<file path="config.mk">
export PLATFORM = sky130hd
export DESIGN_NAME = gmss_queue
export DESIGN_NICKNAME = d
export VERILOG_FILES = /design/src/hw/rtl/gmss_pkg.sv /design/src/hw/rtl/gmss_queue.sv
export VERILOG_INCLUDE_DIRS = /design/src /design/src/hw/rtl
export SDC_FILE = /design/constraint.sdc
export NUM_CORES = 1
export LEC_CHECK = 0
export ABC_AREA = 1
export BUFFER_PORTS_ARGS = -buffer_cell sky130_fd_sc_hd__buf_2
export CORE_UTILIZATION = 35
export DETAILED_ROUTE_END_ITERATION = 10
export GPL_TIMING_DRIVEN = 1
export HOLD_SLACK_MARGIN = 0.12
export PLACE_DENSITY = 0.66
export SLEW_MARGIN = 25
export SYNTH_ARGS = -nofsm -noshare
export SYNTH_HDL_FRONTEND = slang
export SYNTH_SLANG_ARGS = --single-unit
</file>
<file path="constraint.sdc">
create_clock -name clk -period 3.1 [get_ports clk]
set_input_delay 0.155 -clock clk [delete_from_list [all_inputs] [get_ports clk]]
set_output_delay 0.155 -clock clk [all_outputs]
set_load 0.01 [all_outputs]
</file>
<file path="src/hw/rtl/assert_macros.svh">
// assertion macros shared by the grid score store modules
// no dependencies; included by files that carry concurrent checks
`ifndef ASSERT_MACROS_SVH
`define ASSERT_MACROS_SVH
`ifndef SYNTHESIS
`define CHECK_HOLDS(label, clk, rst, prop) \
  label: assert property (@(posedge clk) disable iff (rst) (prop)) \
    else $error("%m: check failed");
`define CHECK_NEVER(label, clk, rst, expr) \
  label: assert property (@(posedge clk) disable iff (rst) !(expr)) \
    else $error("%m: forbidden condition seen");
`else
`define CHECK_HOLDS(label, clk, rst, prop)
`define CHECK_NEVER(label, clk, rst, expr)
`endif
`endif

</file>
<file path="src/hw/rtl/gmss_pkg.sv">
// shared types, codes and constants for the grid score store
// no dependencies; imported by every module of the block
package gmss_pkg;

  localparam int COORD_W    = 32;
  localparam int SCALE_W    = 32;
  localparam int SCORE_W    = 16;
  localparam int IDX_W      = 8;
  localparam int CNT_W      = 7;
  localparam int FUNC_W     = 3;
  localparam int CFG_IDX_W  = 3;
  localparam int CFG_DATA_W = 32;
  localparam int Q_SHIFT    = 40;
  localparam int Q_W        = COORD_W + SCALE_W - Q_SHIFT;
  localparam int Q_DEPTH    = 2;
  localparam int SPLAT_N    = 9;
  localparam int DEF_GRID_X = 64;
  localparam int DEF_GRID_Y = 64;

  // operation codes of the request
  localparam logic [FUNC_W-1:0] FN_SET_COORD  = 3'd0;
  localparam logic [FUNC_W-1:0] FN_SPLAT      = 3'd1;
  localparam logic [FUNC_W-1:0] FN_SET_CELL   = 3'd2;
  localparam logic [FUNC_W-1:0] FN_READ_COORD = 3'd3;
  localparam logic [FUNC_W-1:0] FN_READ_CELL  = 3'd4;
  localparam logic [FUNC_W-1:0] FN_MAX        = 3'd5;

  // configuration register indexes
  localparam logic [CFG_IDX_W-1:0] REG_ORIGIN_X = 3'd0;
  localparam logic [CFG_IDX_W-1:0] REG_ORIGIN_Y = 3'd1;
  localparam logic [CFG_IDX_W-1:0] REG_SCALE_X  = 3'd2;
  localparam logic [CFG_IDX_W-1:0] REG_SCALE_Y  = 3'd3;
  localparam logic [CFG_IDX_W-1:0] REG_CELLS_X  = 3'd4;
  localparam logic [CFG_IDX_W-1:0] REG_CELLS_Y  = 3'd5;

  localparam logic [COORD_W-1:0] ORIGIN_RST = '0;
  localparam logic [SCALE_W-1:0] SCALE_RST  = 32'h0100_0000;
  localparam logic [CNT_W-1:0]   CELLS_RST  = 7'd64;

  // splat neighbourhood, centre first
  localparam logic signed [1:0] NB_DX [SPLAT_N] = '{2'sd0, -2'sd1, -2'sd1, -2'sd1,
                                                    2'sd0, 2'sd0, 2'sd1, 2'sd1, 2'sd1};
  localparam logic signed [1:0] NB_DY [SPLAT_N] = '{2'sd0, 2'sd0, -2'sd1, 2'sd1,
                                                    -2'sd1, 2'sd1, -2'sd1, 2'sd0, 2'sd1};

  typedef enum logic [1:0] {
    OP_NONE,
    OP_RMW,
    OP_READ,
    OP_MAX
  } cmd_op_t;

  typedef struct packed {
    cmd_op_t             op;
    logic                splat;
    logic [IDX_W-1:0]    col;
    logic [IDX_W-1:0]    row;
    logic [SCORE_W-1:0]  score;
  } cmd_t;

  typedef struct packed {
    logic signed [COORD_W-1:0] origin_x;
    logic signed [COORD_W-1:0] origin_y;
    logic [SCALE_W-1:0]        scale_x;
    logic [SCALE_W-1:0]        scale_y;
    logic [CNT_W-1:0]          lx;
    logic [CNT_W-1:0]          ly;
  } cfg_t;

endpackage

</file>
<file path="src/hw/rtl/gmss_queue.sv">
// short command queue between front end and store back end
// depends on gmss_pkg and assert_macros.svh
`include "assert_macros.svh"
module gmss_queue import gmss_pkg::*; (
  input  logic clk,
  input  logic rst,
  input  logic push,
  input  cmd_t push_data,
  output logic full,
  input  logic pop,
  output cmd_t pop_data,
  output logic empty
);

  localparam int PW = $clog2(Q_DEPTH);
  localparam int CW = $clog2(Q_DEPTH + 1);

  cmd_t          slots [Q_DEPTH];
  logic [PW-1:0] wr_ptr, rd_ptr;
  logic [CW-1:0] count;

  assign full     = (count == CW'(Q_DEPTH));
  assign empty    = (count == '0);
  assign pop_data = slots[rd_ptr];

  always_ff @(posedge clk) begin
    if (push && !full) slots[wr_ptr] <= push_data;
  end

  always_ff @(posedge clk) begin
    if (rst) begin
      wr_ptr <= '0;
      rd_ptr <= '0;
      count  <= '0;
    end else begin
      if (push && !full) wr_ptr <= (wr_ptr == PW'(Q_DEPTH - 1)) ? '0 : wr_ptr + PW'(1);
      if (pop && !empty) rd_ptr <= (rd_ptr == PW'(Q_DEPTH - 1)) ? '0 : rd_ptr + PW'(1);
      if ((push && !full) && !(pop && !empty)) count <= count + CW'(1);
      else if (!(push && !full) && (pop && !empty)) count <= count - CW'(1);
    end
  end

  `CHECK_NEVER(a_pop_when_empty, clk, rst, pop && empty)
  `CHECK_NEVER(a_push_when_full, clk, rst, push && full)
  `CHECK_HOLDS(a_count_bound, clk, rst, count <= CW'(Q_DEPTH))

endmodule

</file>
==> impl_results.rst, run 1 <==
.. list-table::
   :header-rows: 1

   * - Metric
     - Value
   * - Run status
     - complete, no violations
   * - Final number of max-transition violations
     - 0
   * - Signal arrival time at the worst endpoint
     - 1860 ps
   * - Post-route worst setup slack
     - 1082 ps
   * - Antenna violations before repair
     - 0
   * - Category of the worst setup path capture point
     - primary output
   * - Number of instances in the synthesized netlist
     - 146
   * - Leak
     - 1.602 nW
   * - Average cell area after synthesis
     - 20.07 um2
   * - RSZ-0062 raised after global routing
     - no
   * - Crit path launch type
     - register
   * - Data required, critical path
     - 2940 ps
   * - Drc violations
     - 0
   * - Initial Util
     - 35.84%
   * - Worst Tran Pin Value
     - 415.5 ps
   * - Nets in the synthesized netlist
     - 186
   * - Total count of hold-check failures in the final report
     - 0
   * - Clock buffers created by TritonCTS
     - 9
   * - Htree depth
     - 3
   * - Largest net degree at the start of global routing
     - 24
   * - Global-route wire length before repair
     - 7.541 mm
   * - Core region area
     - 0.008175 mm2
   * - Most common cell after layout, fill and taps aside
     - sky130_fd_sc_hd__buf_2
   * - DRT Pass-1 Iters
     - 4
   * - Horizontal die dimension
     - 93.50 um
   * - Floorplan die area
     - 0.008742 mm2
   * - Synthesized cell area
     - 0.002930 mm2
   * - Fmax
     - 495.4 MHz
   * - Antenna Diode Count
     - 0
   * - Post-Route Setup TNS
     - 0 ps
   * - Crit path cell chain
     - buf_4, mux2_4, buf_2
   * - Post-synthesis sequential element count
     - 75
   * - Maximum count of clock buffers along a single path
     - 2
   * - Number of fillers in the final layout
     - 716
   * - Worst relative slew slack
     - 72.30%
   * - Final setup fails
     - 0
   * - Maximum cell stage delay along the critical path
     - 580 ps
   * - Slowest cell on crit path
     - sky130_fd_sc_hd__dfxtp_2
   * - Placer's final routability congestion estimate
     - 0.6688
   * - Cell count of the worst hold path
     - 4
   * - Later-pin clock latency in the skew report
     - 330 ps
   * - Ratio of cells with drive above 1 in the final layout
     - 49.26%
   * - Final design instance area without fill
     - 0.004018 mm2
   * - Post-synthesis to final-layout area growth
     - 37.10%
   * - Remaining antenna violation count
     - 0
   * - Post-detailed-route via-to-cell ratio
     - 4.297
   * - Worst Path Class, Setup
     - reg -> out
   * - Clock tree from TritonCTS
     - done
   * - Wire length per cell after detailed routing
     - 12.79 um
   * - Post-Place Setup Slack
     - 1357 ps
   * - Commonest cells after routing, fill and taps aside
     - 75 x sky130_fd_sc_hd__buf_2, 70 x sky130_fd_sc_hd__edfxtp_1, 36 x sky130_fd_sc_hd__dlygate4sd3_1
   * - Share of synthesized area occupied by flip-flops and latches
     - 75.15%
   * - Most area-hungry cell type in the Yosys netlist
     - sky130_fd_sc_hd__edfxtp_1
   * - DRT iter0 DRCs
     - 46
   * - Crit-path max FO
     - 22
   * - Total number of clock tree sinks
     - 75
   * - Clock Skew
     - 7.742 ps
   * - Count of nets after finishing
     - 307
   * - Number of max-cap violations
     - 0
   * - Power density over the cells
     - 750.0 mW/mm2
   * - Standard-cell row count
     - 33
   * - Utilization after layout
     - 49.14%
   * - Instance area at placement
     - 0.003405 mm2
   * - Half-perimeter wire length after detailed placement
     - 3.275 mm
   * - Critical Path Stages
     - 3
   * - Min-Delay Path Class
     - in -> reg
   * - Peak supply drop
     - 0.3526 mV
   * - Global routing usage summed across all routing layers
     - 11.74%
   * - Clock transition at path regs
     - 70 ps
   * - Top delay family on crit path
     - buffers and inverters
   * - Yosys top cell area share
     - 71.73%
   * - Post-CTS setup repair buffer count
     - 0
   * - Overall via count from detail_route
     - 1620
   * - Number of global-route vias before repair
     - 1660
   * - Final clock period utilization by the worst path
     - 65.11%
   * - CTS Root Buffer Type
     - sky130_fd_sc_hd__clkbuf_8
   * - Boundary pin count
     - 76
   * - Synthesis warning total
     - 0
   * - Largest cells by area after synthesis
     - sky130_fd_sc_hd__edfxtp_1 72%, sky130_fd_sc_hd__mux2_4 15%, sky130_fd_sc_hd__dfxtp_1 3.4%, sky130_fd_sc_hd__buf_12 2.0%, sky130_fd_sc_hd__mux2_2 1.9%
   * - IO buf count
     - 75
   * - Reg2Reg Depth
     - 3
   * - PnR Total Power
     - 0.003013 W
   * - Vert. Die Dim
     - 93.50 um
   * - Total routed wirelength
     - 4.822 mm
   * - Buffers and inverters on the worst path
     - 2
   * - Total overflow reported by the global router
     - 0
   * - Number of unique standard cell types used by synthesis
     - 17
   * - Min Clock Period, post-route
     - 2018 ps
==> repair_timing <==
action,CTS,global route
hold endpoints to repair,73,0
gates resized for setup,0,0
hold buffers,36,0
==> cells in the mapped netlist <==
| master | instances |
|---|---|
| sky130_fd_sc_hd__a21oi_1 | 1 |
| sky130_fd_sc_hd__and2_1 | 1 |
| sky130_fd_sc_hd__buf_12 | 3 |
| sky130_fd_sc_hd__buf_6 | 1 |
| sky130_fd_sc_hd__dfxtp_1 | 5 |
| sky130_fd_sc_hd__edfxtp_1 | 70 |
| sky130_fd_sc_hd__ha_1 | 1 |
| sky130_fd_sc_hd__inv_1 | 8 |
| sky130_fd_sc_hd__inv_2 | 1 |
| sky130_fd_sc_hd__mux2_2 | 5 |
| sky130_fd_sc_hd__mux2_4 | 30 |
| sky130_fd_sc_hd__nand2_1 | 4 |
| sky130_fd_sc_hd__nand3_1 | 1 |
| sky130_fd_sc_hd__nand4_1 | 1 |
| sky130_fd_sc_hd__nor2_1 | 9 |
| sky130_fd_sc_hd__o21ai_0 | 3 |
| sky130_fd_sc_hd__o21ai_2 | 2 |
==> final timing paths <==
| path | from | end | slack, ps |
|---|---|---|---|
| max | register | pop_data[2] | 1080 |
| min | pop | register | 210 |
| max reg2reg | count[0]$_SDFFE_PP0P_ | slots[1][5]$_DFFE_PP_ | 1380 |
| min reg2reg | wr_ptr$_SDFFE_PP0N_ | wr_ptr$_SDFFE_PP0N_ | 550 |
==> power breakdown <==
| group | total (W) | leakage (nW) | internal [W] | switching (W) |
|---|---|---|---|---|
| clock | 0.000912 | 0.123 | 0.000579 | 0.000333 |
| combinational | 0.000745 | 0.784 | 0.000389 | 0.000356 |
| sequential | 0.00136 | 0.695 | 0.00128 | 0.0000747 |
| total | 0.00301 | 1.60 | 0.00225 | 0.000764 |
==> routing by layer <==
| layer | global-route usage [%] | vias to the layer above | wire length, um | share of wire [%] |
|---|---|---|---|---|
| li1 | - | 791 | - | - |
| met5 | 0 | - | 0 | 0 |
| met2 | 19.98 | 46 | 2442 | 51 |
| met3 | 3.496 | 8 | 273 | 5.7 |
| met4 | 6.154 | 0 | 65 | 1.3 |
| met1 | 13.28 | 775 | 2040 | 42 |
==> final cells by class <==
cell class | count | area (um2) | area share, %
Clock buffer | 12 | 155.1 | 3.862
Clock inverter | 4 | 97.59 | 2.429
Inverter | 9 | 33.78 | 0.8409
Multi-Input combinational cell | 58 | 638.1 | 15.88
Sequential cell | 75 | 2203 | 54.84
Tap cell | 105 | 131.4 | 3.270
Timing Repair Buffer | 114 | 758.2 | 18.87
==> sequential cells by signal, indices dropped and copies added, names as in the netlist, named ones only <==
register / flops
wr_ptr: 1
count: 2
slots: 70
rd_ptr: 1
==> logic make-up (layout without fill, tap and decap cells) <==
group | count (synthesis) | after routing | share of synthesized area [%]
multiplexers | 35 | 35 | 17.29
adder cells (fa/ha/maj) | 1 | 1 | 0.4269
flip-flops | 75 | 75 | 75.15
AO/OA/AOI/OAI | 6 | 6 | 1.281
buffers and inverters | 13 | 139 | 3.587
AND/OR/NAND/NOR | 16 | 16 | 2.263
==> metrics by stage <==
| stage | hold WS (ps) | std cells |
|---|---|---|
| floorplan | 253.9 | 146 |
| global placement | 344.2 | 325 |
| detailed placement | 348.3 | 325 |
| CTS | 198.0 | 377 |
| global route | 227.8 | 377 |
| finish | 214.4 | 377 |
==> worst min-delay path, delay by kind of cell <==
kind                   cells  cell delay [ps]
AO/OA/AOI/OAI              2              180
buffers and inverters      1              100
AND/OR/NAND/NOR            1               80
Power figures use the tool's default switching activity.
==> run 2, diff against run 1 <==
clock period = 2.1 ns   (was 3.1 ns; I/O delays follow)
==> run 2 against run 1 <==
  * The flow now finishes with violations (design-rule violations)
  * Clock-buffer cell count is 2 lower
  * Critical path type is now reg -> reg
  * Routed wire length is 0.95% lower
  * Core utilization is 0.21 points lower
  * Highest routed layer unchanged
==> impl_results.rst, run 2 (synthesized netlist as in run 1, its figures left out) <==
.. list-table::
   :header-rows: 1

   * - Metric
     - Value
   * - Drc violations
     - 2 (+2)
   * - Signal arrival time at the worst endpoint
     - 1930 ps (+70 ps)
   * - Data required, critical path
     - 2370 ps (-570 ps)
   * - Utilization after layout
     - 48.93% (-0.21 points)
   * - Min-Delay Path Class
     - in -> reg
   * - Total number of clock tree sinks
     - 75 (unchanged)
   * - Startpoint of the worst-slack reg-to-reg timing path
     - count[1]$_SDFFE_PP0P_
   * - Worst Tran Pin Value
     - 317.0 ps (-98.46 ps)
   * - Final setup fails
     - 0 (unchanged)
   * - Violations in the final reports
     - design-rule violations
   * - IO buf count
     - 75 (unchanged)
   * - Number of global-route vias before repair
     - 1574 (-5.2%)
   * - Min Clock Period, post-route
     - 1666 ps
   * - Register containing the most flip-flops in the final layout
     - slots
   * - Core region area
     - 0.008175 mm2 (unchanged)
   * - Fraction of power consumed by the clock network
     - 26.8% (-3.5 points)
   * - Combinational cell fraction of total power
     - 27.2% (+2.5 points)
   * - Global-route wire length before repair
     - 7.238 mm (-4.0%)
   * - Wire length per cell after detailed routing
     - 12.60 um (-1.5%)
   * - Worst Path Class, Setup
     - reg -> reg
   * - Floorplan die area
     - 0.008742 mm2 (unchanged)
   * - Crit path cell chain
     - inv_1, o21ai_2, inv_1, ha_1, inv_1, nand3_1, nand2_1, inv_1, nor2_1
   * - Post-synthesis to final-layout area growth
     - 36.51%
   * - Total count of hold-check failures in the final report
     - 0 (unchanged)
   * - Ratio of cells with drive above 1 in the final layout
     - 48.91% (-0.36 points)
   * - Top Registers
     - slots: 70 flops, count: 2 flops
   * - Flop pwr share
     - 46.0% (+1.0 points)
   * - Remaining antenna violation count
     - 0 (unchanged)
   * - Internal cell power
     - 0.003148 W (+40%)
   * - Reg-to-reg setup timing slack
     - 430 ps (-950 ps)
   * - Instance area at placement
     - 0.003432 mm2 (+0.81%)
   * - Horizontal die dimension
     - 93.50 um (unchanged)
   * - Slowest cell on crit path
     - sky130_fd_sc_hd__dfxtp_1
   * - Power density over the cells
     - 1069 mW/mm2 (+43%)
   * - DRT Pass-1 Iters
     - 7 (+3)
   * - Peak supply drop
     - 0.5587 mV (+58%)
   * - Most common cell after layout, fill and taps aside
     - sky130_fd_sc_hd__buf_2
   * - Boundary pin count
     - 76 (unchanged)
   * - Antenna violations before repair
     - 0 (unchanged)
   * - Crit-path max FO
     - 4 (-82%)
   * - Highest Signal Layer
     - met4
   * - Half-perimeter wire length after detailed placement
     - 3.029 mm (-7.5%)
   * - Later-pin clock latency in the skew report
     - 330 ps (about the same)
   * - Total overflow reported by the global router
     - 0 (unchanged)
   * - Vert. Die Dim
     - 93.50 um (unchanged)
   * - Worst hold path endpoint
     - rd_ptr$_SDFFE_PP0P_
   * - DRT met1 WL
     - 1.996 mm (-2.2%)
   * - Power spent charging and discharging nets
     - 0.001130 W (+48%)
   * - Post-detailed-route via-to-cell ratio
     - 4.272 (-0.59%)
   * - Reg2Reg Depth
     - 9 (+6)
   * - Number of max-cap violations
     - 0 (unchanged)
   * - Worst Hold Launch
     - pop
   * - Number of fillers in the final layout
     - 720 (+0.56%)
   * - Category of the worst setup path capture point
     - register
   * - Worst relative slew slack
     - 78.86% (+6.6 points)
   * - Crit path launch type
     - register
   * - Flip-flop count of the largest register, all copies and words added
     - 70 (unchanged)
   * - Cell count of the worst hold path
     - 4 (unchanged)
   * - Post-cts resize count
     - 0 (unchanged)
   * - Endpoint of the worst-slack reg-to-reg timing path
     - count[1]$_SDFFE_PP0P_
   * - Amount of wire on met3 after detailed routing
     - 281 um (+2.9%)
   * - Count of nets after finishing
     - 309 (+0.65%)
   * - Final clock period utilization by the worst path
     - 79.36%
   * - Most frequent cell on the critical path
     - sky130_fd_sc_hd__inv_1
   * - Htree depth
     - 3 (unchanged)
   * - Largest net degree at the start of global routing
     - 36 (+50%)
   * - Sw Share
     - 26.41% (+1.1 points)
   * - Fmax
     - 600.1 MHz
   * - DRT iter0 DRCs
     - 60 (+30%)
   * - Overall via count from detail_route
     - 1619 (-0.062%)
   * - Routed met2 length
     - 2.471 mm (+1.2%)
   * - Maximum cell stage delay along the critical path
     - 410 ps (-170 ps)
   * - Post-CTS setup repair buffer count
     - 0 (unchanged)
   * - Maximum count of clock buffers along a single path
     - 2 (unchanged)
   * - Commonest cells after routing, fill and taps aside
     - 75 x sky130_fd_sc_hd__buf_2, 70 x sky130_fd_sc_hd__edfxtp_1, 36 x sky130_fd_sc_hd__dlygate4sd3_1
   * - Final number of max-transition violations
     - 0 (unchanged)
   * - Run status
     - finished with violations
   * - Final design instance area without fill
     - 0.004000 mm2 (-0.44%)
   * - RSZ-0062 raised after global routing
     - no
   * - Antenna Diode Count
     - 0 (unchanged)
   * - Initial Util
     - 35.84% (unchanged)
   * - Clock tree from TritonCTS
     - done
   * - Leak
     - 1.594 nW (-0.49%)
   * - Standard-cell row count
     - 33 (unchanged)
   * - Clock transition at path regs
     - 70 ps (about the same)
   * - Total routed wirelength
     - 4.776 mm (-0.95%)
   * - Placer's final routability congestion estimate
     - 0.6130 (-8.3%)
   * - Clock buffers created by TritonCTS
     - 9 (unchanged)
   * - Clock Skew
     - 8.720 ps (+0.9779 ps)
   * - Global routing usage summed across all routing layers
     - 11.28% (-0.46 points)
   * - CTS Root Buffer Type
     - sky130_fd_sc_hd__clkbuf_8
run 2: cell type report:
cell class	instances	area (um2)	area share [%]
clock buffer	10	127.6	3.190
sequential	75	2203	55.08
timing repair buffer	116	785.8	19.64
tap	105	131.4	3.284
inverter	9	33.78	0.8445
clock inverter	6	80.08	2.002
multi-input combinational	58	638.1	15.95
run 2: power groups by stage:
stage | sequential, W | combinational, W | clock [W]
global route | 0.00199 | 0.00127 | 0.00125
global placement | 0.00199 | 0.00112 | 0
finish | 0.00197 | 0.00116 | 0.00115
CTS | 0.00197 | 0.00119 | 0.00118
detailed placement | 0.00200 | 0.00113 | 0
floorplan | 0.00199 | 0.000813 | 0
run 2: what timing repair did:
action,in CTS,in global routing
hold endpoints to repair,75,0
hold buffers,36,0
endpoints found under the setup margin,0,0
run 2: stage by stage:
stage / worst slack [ps] / TNS (ps) / total power (W) / hold slack, ps / cells
finish: 433.5 / 0 / 0.004278 / 167.9 / 379
global route: 306.4 / 0 / 0.004509 / 172.0 / 379
CTS: 418.0 / 0 / 0.004345 / 161.7 / 379
detailed placement: 440.0 / 0 / 0.003138 / 295.7 / 327
global placement: 610.8 / 0 / 0.003107 / 293.2 / 327
floorplan: -344.1 / -24090 / 0.002801 / 203.9 / 146
run 2: metal layers:
layer / vias to the layer above / GRT usage (%)
li1: 792 / -
met1: 772 / 12.37
met2: 51 / 19.91
met3: 4 / 4.309
met4: 0 / 3.846
met5: - / 0
run 2: how the worst max path moves through the flow:
stage / from / slack (ps) / endpoint / cells past startpoint
detailed placement: count[1]$_SDFFE_PP0P_ / 440 / count[1]$_SDFFE_PP0P_ / 9
CTS: count[1]$_SDFFE_PP0P_ / 420 / count[1]$_SDFFE_PP0P_ / 9
global placement: count[1]$_SDFFE_PP0P_ / 610 / count[1]$_SDFFE_PP0P_ / 9
finish: count[1]$_SDFFE_PP0P_ / 430 / count[1]$_SDFFE_PP0P_ / 9
floorplan: count[0]$_SDFFE_PP0P_ / -340 / slots[0][0]$_DFFE_PP_ / 2
global route: count[1]$_SDFFE_PP0P_ / 310 / count[1]$_SDFFE_PP0P_ / 9
run 2: critical path, delay by kind of cell, from the launching register on:
kind / cells / cell delay [ps]
flip-flops: 1 / 410
buffers and inverters: 4 / 340
adder cells (fa/ha/maj): 1 / 320
AO/OA/AOI/OAI: 1 / 290
AND/OR/NAND/NOR: 3 / 250
==> run 3, diff against run 2 <==
clock period = 1.72 ns   (was 2.1 ns; I/O delays follow)
==> run 3 against run 2 <==
  * The run now ends clean
  * Sequential share of layout area rose by 0.16 points
  * Final area fell by 0.28%
  * Cell count did not move
  * Die area did not move
  * Global-route usage rose by 0.30 points
  * Combinational power rose by 24%
  * Non-clock buffer count rose by 1
  * Clock skew fell by 5.4 ps
==> impl_results.rst, run 3 (synthesized netlist as in run 1, its figures left out) <==
.. list-table::
   :header-rows: 1

   * - Metric
     - Value
   * - Instance area at placement
     - 0.003440 mm2 (+0.22%)
   * - Final-layout worst hold slack
     - 161.0 ps (-6.846 ps)
   * - Sw Share
     - 27.16% (+0.74 points)
   * - Post-Place Setup Slack
     - 107.1 ps (-332.9 ps)
   * - Final number of max-transition violations
     - 0 (unchanged)
   * - Number of max-cap violations
     - 0 (unchanged)
   * - Post-route worst setup slack
     - 132.1 ps (-301.4 ps)
   * - Post-synthesis to final-layout area growth
     - 36.12%
   * - Drc violations
     - 0 (-2)
   * - Count of nets after finishing
     - 310 (+0.32%)
   * - Clock tree from TritonCTS
     - done
   * - Maximum count of clock buffers along a single path
     - 2 (unchanged)
   * - Min Clock Period, post-route
     - 1588 ps (-78.62 ps)
   * - Category of the worst setup path capture point
     - register
   * - Power density over the cells
     - 1274 mW/mm2 (+19%)
   * - Crit path cell chain
     - inv_1, o21ai_4, inv_1, ha_1, inv_1, nand3_1, nand2_1, inv_1, nor2_1
   * - Run status
     - complete, no violations
   * - Largest net degree at the start of global routing
     - 27 (-25%)
   * - Combinational cell fraction of total power
     - 28.4% (+1.2 points)
   * - Antenna violations before repair
     - 0 (unchanged)
   * - Top Registers
     - slots: 70 flops, count: 2 flops
   * - Fraction of power consumed by the clock network
     - 24.2% (-2.6 points)
   * - Half-perimeter wire length after detailed placement
     - 3.046 mm (+0.55%)
   * - Slowest cell on crit path
     - sky130_fd_sc_hd__dfxtp_1
   * - Worst Path Class, Setup
     - reg -> reg
   * - Total count of hold-check failures in the final report
     - 0 (unchanged)
   * - IO buf count
     - 75 (unchanged)
   * - Final setup fails
     - 0 (unchanged)
   * - Peak supply drop
     - 0.6744 mV (+21%)
   * - Horizontal die dimension
     - 93.50 um (unchanged)
   * - Vert. Die Dim
     - 93.50 um (unchanged)
   * - Commonest cells after routing, fill and taps aside
     - 75 x sky130_fd_sc_hd__buf_2, 70 x sky130_fd_sc_hd__edfxtp_1, 36 x sky130_fd_sc_hd__dlygate4sd3_1
   * - Clock transition at path regs
     - 70 ps (about the same)
   * - Number of global-route vias before repair
     - 1586 (+0.76%)
   * - Fmax
     - 629.8 MHz (+5.0%)
   * - Boundary pin count
     - 76 (unchanged)
   * - Post-detailed-route via-to-cell ratio
     - 4.359 (+2.0%)
   * - Clock Skew
     - 3.322 ps (-5.398 ps)
   * - Crit path launch type
     - register
   * - Top delay family on crit path
     - flip-flops
   * - Wire length per cell after detailed routing
     - 12.78 um (+1.4%)
   * - Flip-flop count of the largest register, all copies and words added
     - 70 (unchanged)
   * - Core region area
     - 0.008175 mm2 (unchanged)
   * - Total overflow reported by the global router
     - 0 (unchanged)
   * - Most frequent cell on the critical path
     - sky130_fd_sc_hd__inv_1
   * - Placer's final routability congestion estimate
     - 0.6656 (+8.6%)
   * - Final clock period utilization by the worst path
     - 92.32% (+13 points)
   * - Number of fillers in the final layout
     - 718 (-0.28%)
   * - Crit-path max FO
     - 4 (unchanged)
   * - DRT iter0 DRCs
     - 37 (-38%)
   * - Global routing usage summed across all routing layers
     - 11.58% (+0.30 points)
   * - Most common cell after layout, fill and taps aside
     - sky130_fd_sc_hd__buf_2
   * - Data required, critical path
     - 1990 ps (-380 ps)
   * - RSZ-0062 raised after global routing
     - no
   * - Leak
     - 1.593 nW (about the same)
   * - Later-pin clock latency in the skew report
     - 330 ps (about the same)
   * - Floorplan die area
     - 0.008742 mm2 (unchanged)
   * - Utilization after layout
     - 48.79% (-0.14 points)
   * - Htree depth
     - 3 (unchanged)
   * - Flop pwr share
     - 47.4% (+1.4 points)
   * - Final design instance area without fill
     - 0.003989 mm2 (-0.28%)
   * - Standard-cell row count
     - 33 (unchanged)
   * - Min-Delay Path Class
     - in -> reg
   * - Internal cell power
     - 0.003701 W (+18%)
   * - CTS Root Buffer Type
     - sky130_fd_sc_hd__clkbuf_8
   * - Antenna Diode Count
     - 0 (unchanged)
   * - Global-route wire length before repair
     - 7.355 mm (+1.6%)
   * - Worst relative slew slack
     - 79.06% (+0.20 points)
   * - Post-Route Setup TNS
     - 0 ps (unchanged)
   * - Total routed wirelength
     - 4.845 mm (+1.4%)
   * - Signal arrival time at the worst endpoint
     - 1850 ps (-80 ps)
   * - Buffers and inverters on the worst path
     - 4 (unchanged)
   * - Register containing the most flip-flops in the final layout
     - slots
   * - Clock buffers created by TritonCTS
     - 9 (unchanged)
   * - Power spent charging and discharging nets
     - 0.001380 W (+22%)
   * - Total number of clock tree sinks
     - 75 (unchanged)
   * - Worst Tran Pin Value
     - 313.7 ps (-3.370 ps)
   * - Maximum cell stage delay along the critical path
     - 400 ps (about the same)
   * - Initial Util
     - 35.84% (unchanged)
   * - Overall via count from detail_route
     - 1652 (+2.0%)
   * - Remaining antenna violation count
     - 0 (unchanged)
   * - Ratio of cells with drive above 1 in the final layout
     - 50.00% (+1.1 points)
   * - DRT Pass-1 Iters
     - 4 (-3)
==> run 3: changes by cell type in the layout (fill, tap and decap cells not counted) <==
cell | before | now
sky130_fd_sc_hd__buf_4 | 4 | 5
sky130_fd_sc_hd__bufinv_16 | 2 | 1
sky130_fd_sc_hd__clkbuf_1 | 1 | 0
sky130_fd_sc_hd__clkinv_1 | 2 | 0
sky130_fd_sc_hd__clkinv_2 | 1 | 4
sky130_fd_sc_hd__o21ai_2 | 2 | 1
sky130_fd_sc_hd__o21ai_4 | 0 | 1
==> run 3: worst register-to-register path, cell delays in order (launching register included) <==
cell and delay (ps):
sky130_fd_sc_hd__dfxtp_1 400, sky130_fd_sc_hd__inv_1 130, sky130_fd_sc_hd__o21ai_4 230, sky130_fd_sc_hd__inv_1 100, sky130_fd_sc_hd__ha_1 320, sky130_fd_sc_hd__inv_1 90, sky130_fd_sc_hd__nand3_1 80, sky130_fd_sc_hd__nand2_1 60
sky130_fd_sc_hd__inv_1 40, sky130_fd_sc_hd__nor2_1 90
==> run 3: cell type report <==
cell class	instances	area, um2	area share [%]
Tap cell	105	131.4	3.294
Timing Repair Buffer	117	793.3	19.89
Clock inverter	6	57.56	1.443
Clock buffer	9	123.9	3.105
Inverter	9	33.78	0.8469
Sequential cell	75	2203	55.24
Multi-Input combinational cell	58	645.6	16.19
==> run 3: what timing repair did <==
action,CTS,global route
hold buffers,36,0
endpoints found under the setup margin,0,1
gates resized for setup,0,1
endpoints found under the hold margin,75,0
setup buffers,0,0
==> run 3: path summary, 6_finish.rpt <==
path | slack [ps] | cells past startpoint | startpoint | to
max reg2reg | 130 | 9 | count[1]$_SDFFE_PP0P_ | count[1]$_SDFFE_PP0P_
min | 160 | 4 | pop | register
min reg2reg | 550 | 2 | wr_ptr$_SDFFE_PP0N_ | wr_ptr$_SDFFE_PP0N_
max | 130 | 9 | count[1]$_SDFFE_PP0P_ | count[1]$_SDFFE_PP0P_
==> run 3: routing by layer <==
layer  routed length (um)  global-route usage (%)
met3                  204                   3.008
met5                    0                       0
met2                 2438                   18.75
met4                   75                   6.538
met1                 2127                   14.00
==> run 3: power groups by stage <==
stage	logic (W)	registers (W)	clock network [W]
detailed placement	0.00140	0.00245	0
finish	0.00144	0.00241	0.00123
floorplan	0.000997	0.00242	0
CTS	0.00147	0.00241	0.00129
global route	0.00157	0.00243	0.00137
global placement	0.00138	0.00243	0
==> run 3: stage by stage <==
stage                     instances  total power (W)
after CTS                       379         0.005160
after global placement          328         0.003809
after floorplan                 146         0.003419
after global routing            379         0.005375
after detailed placement        328         0.003845
final                           379         0.005080
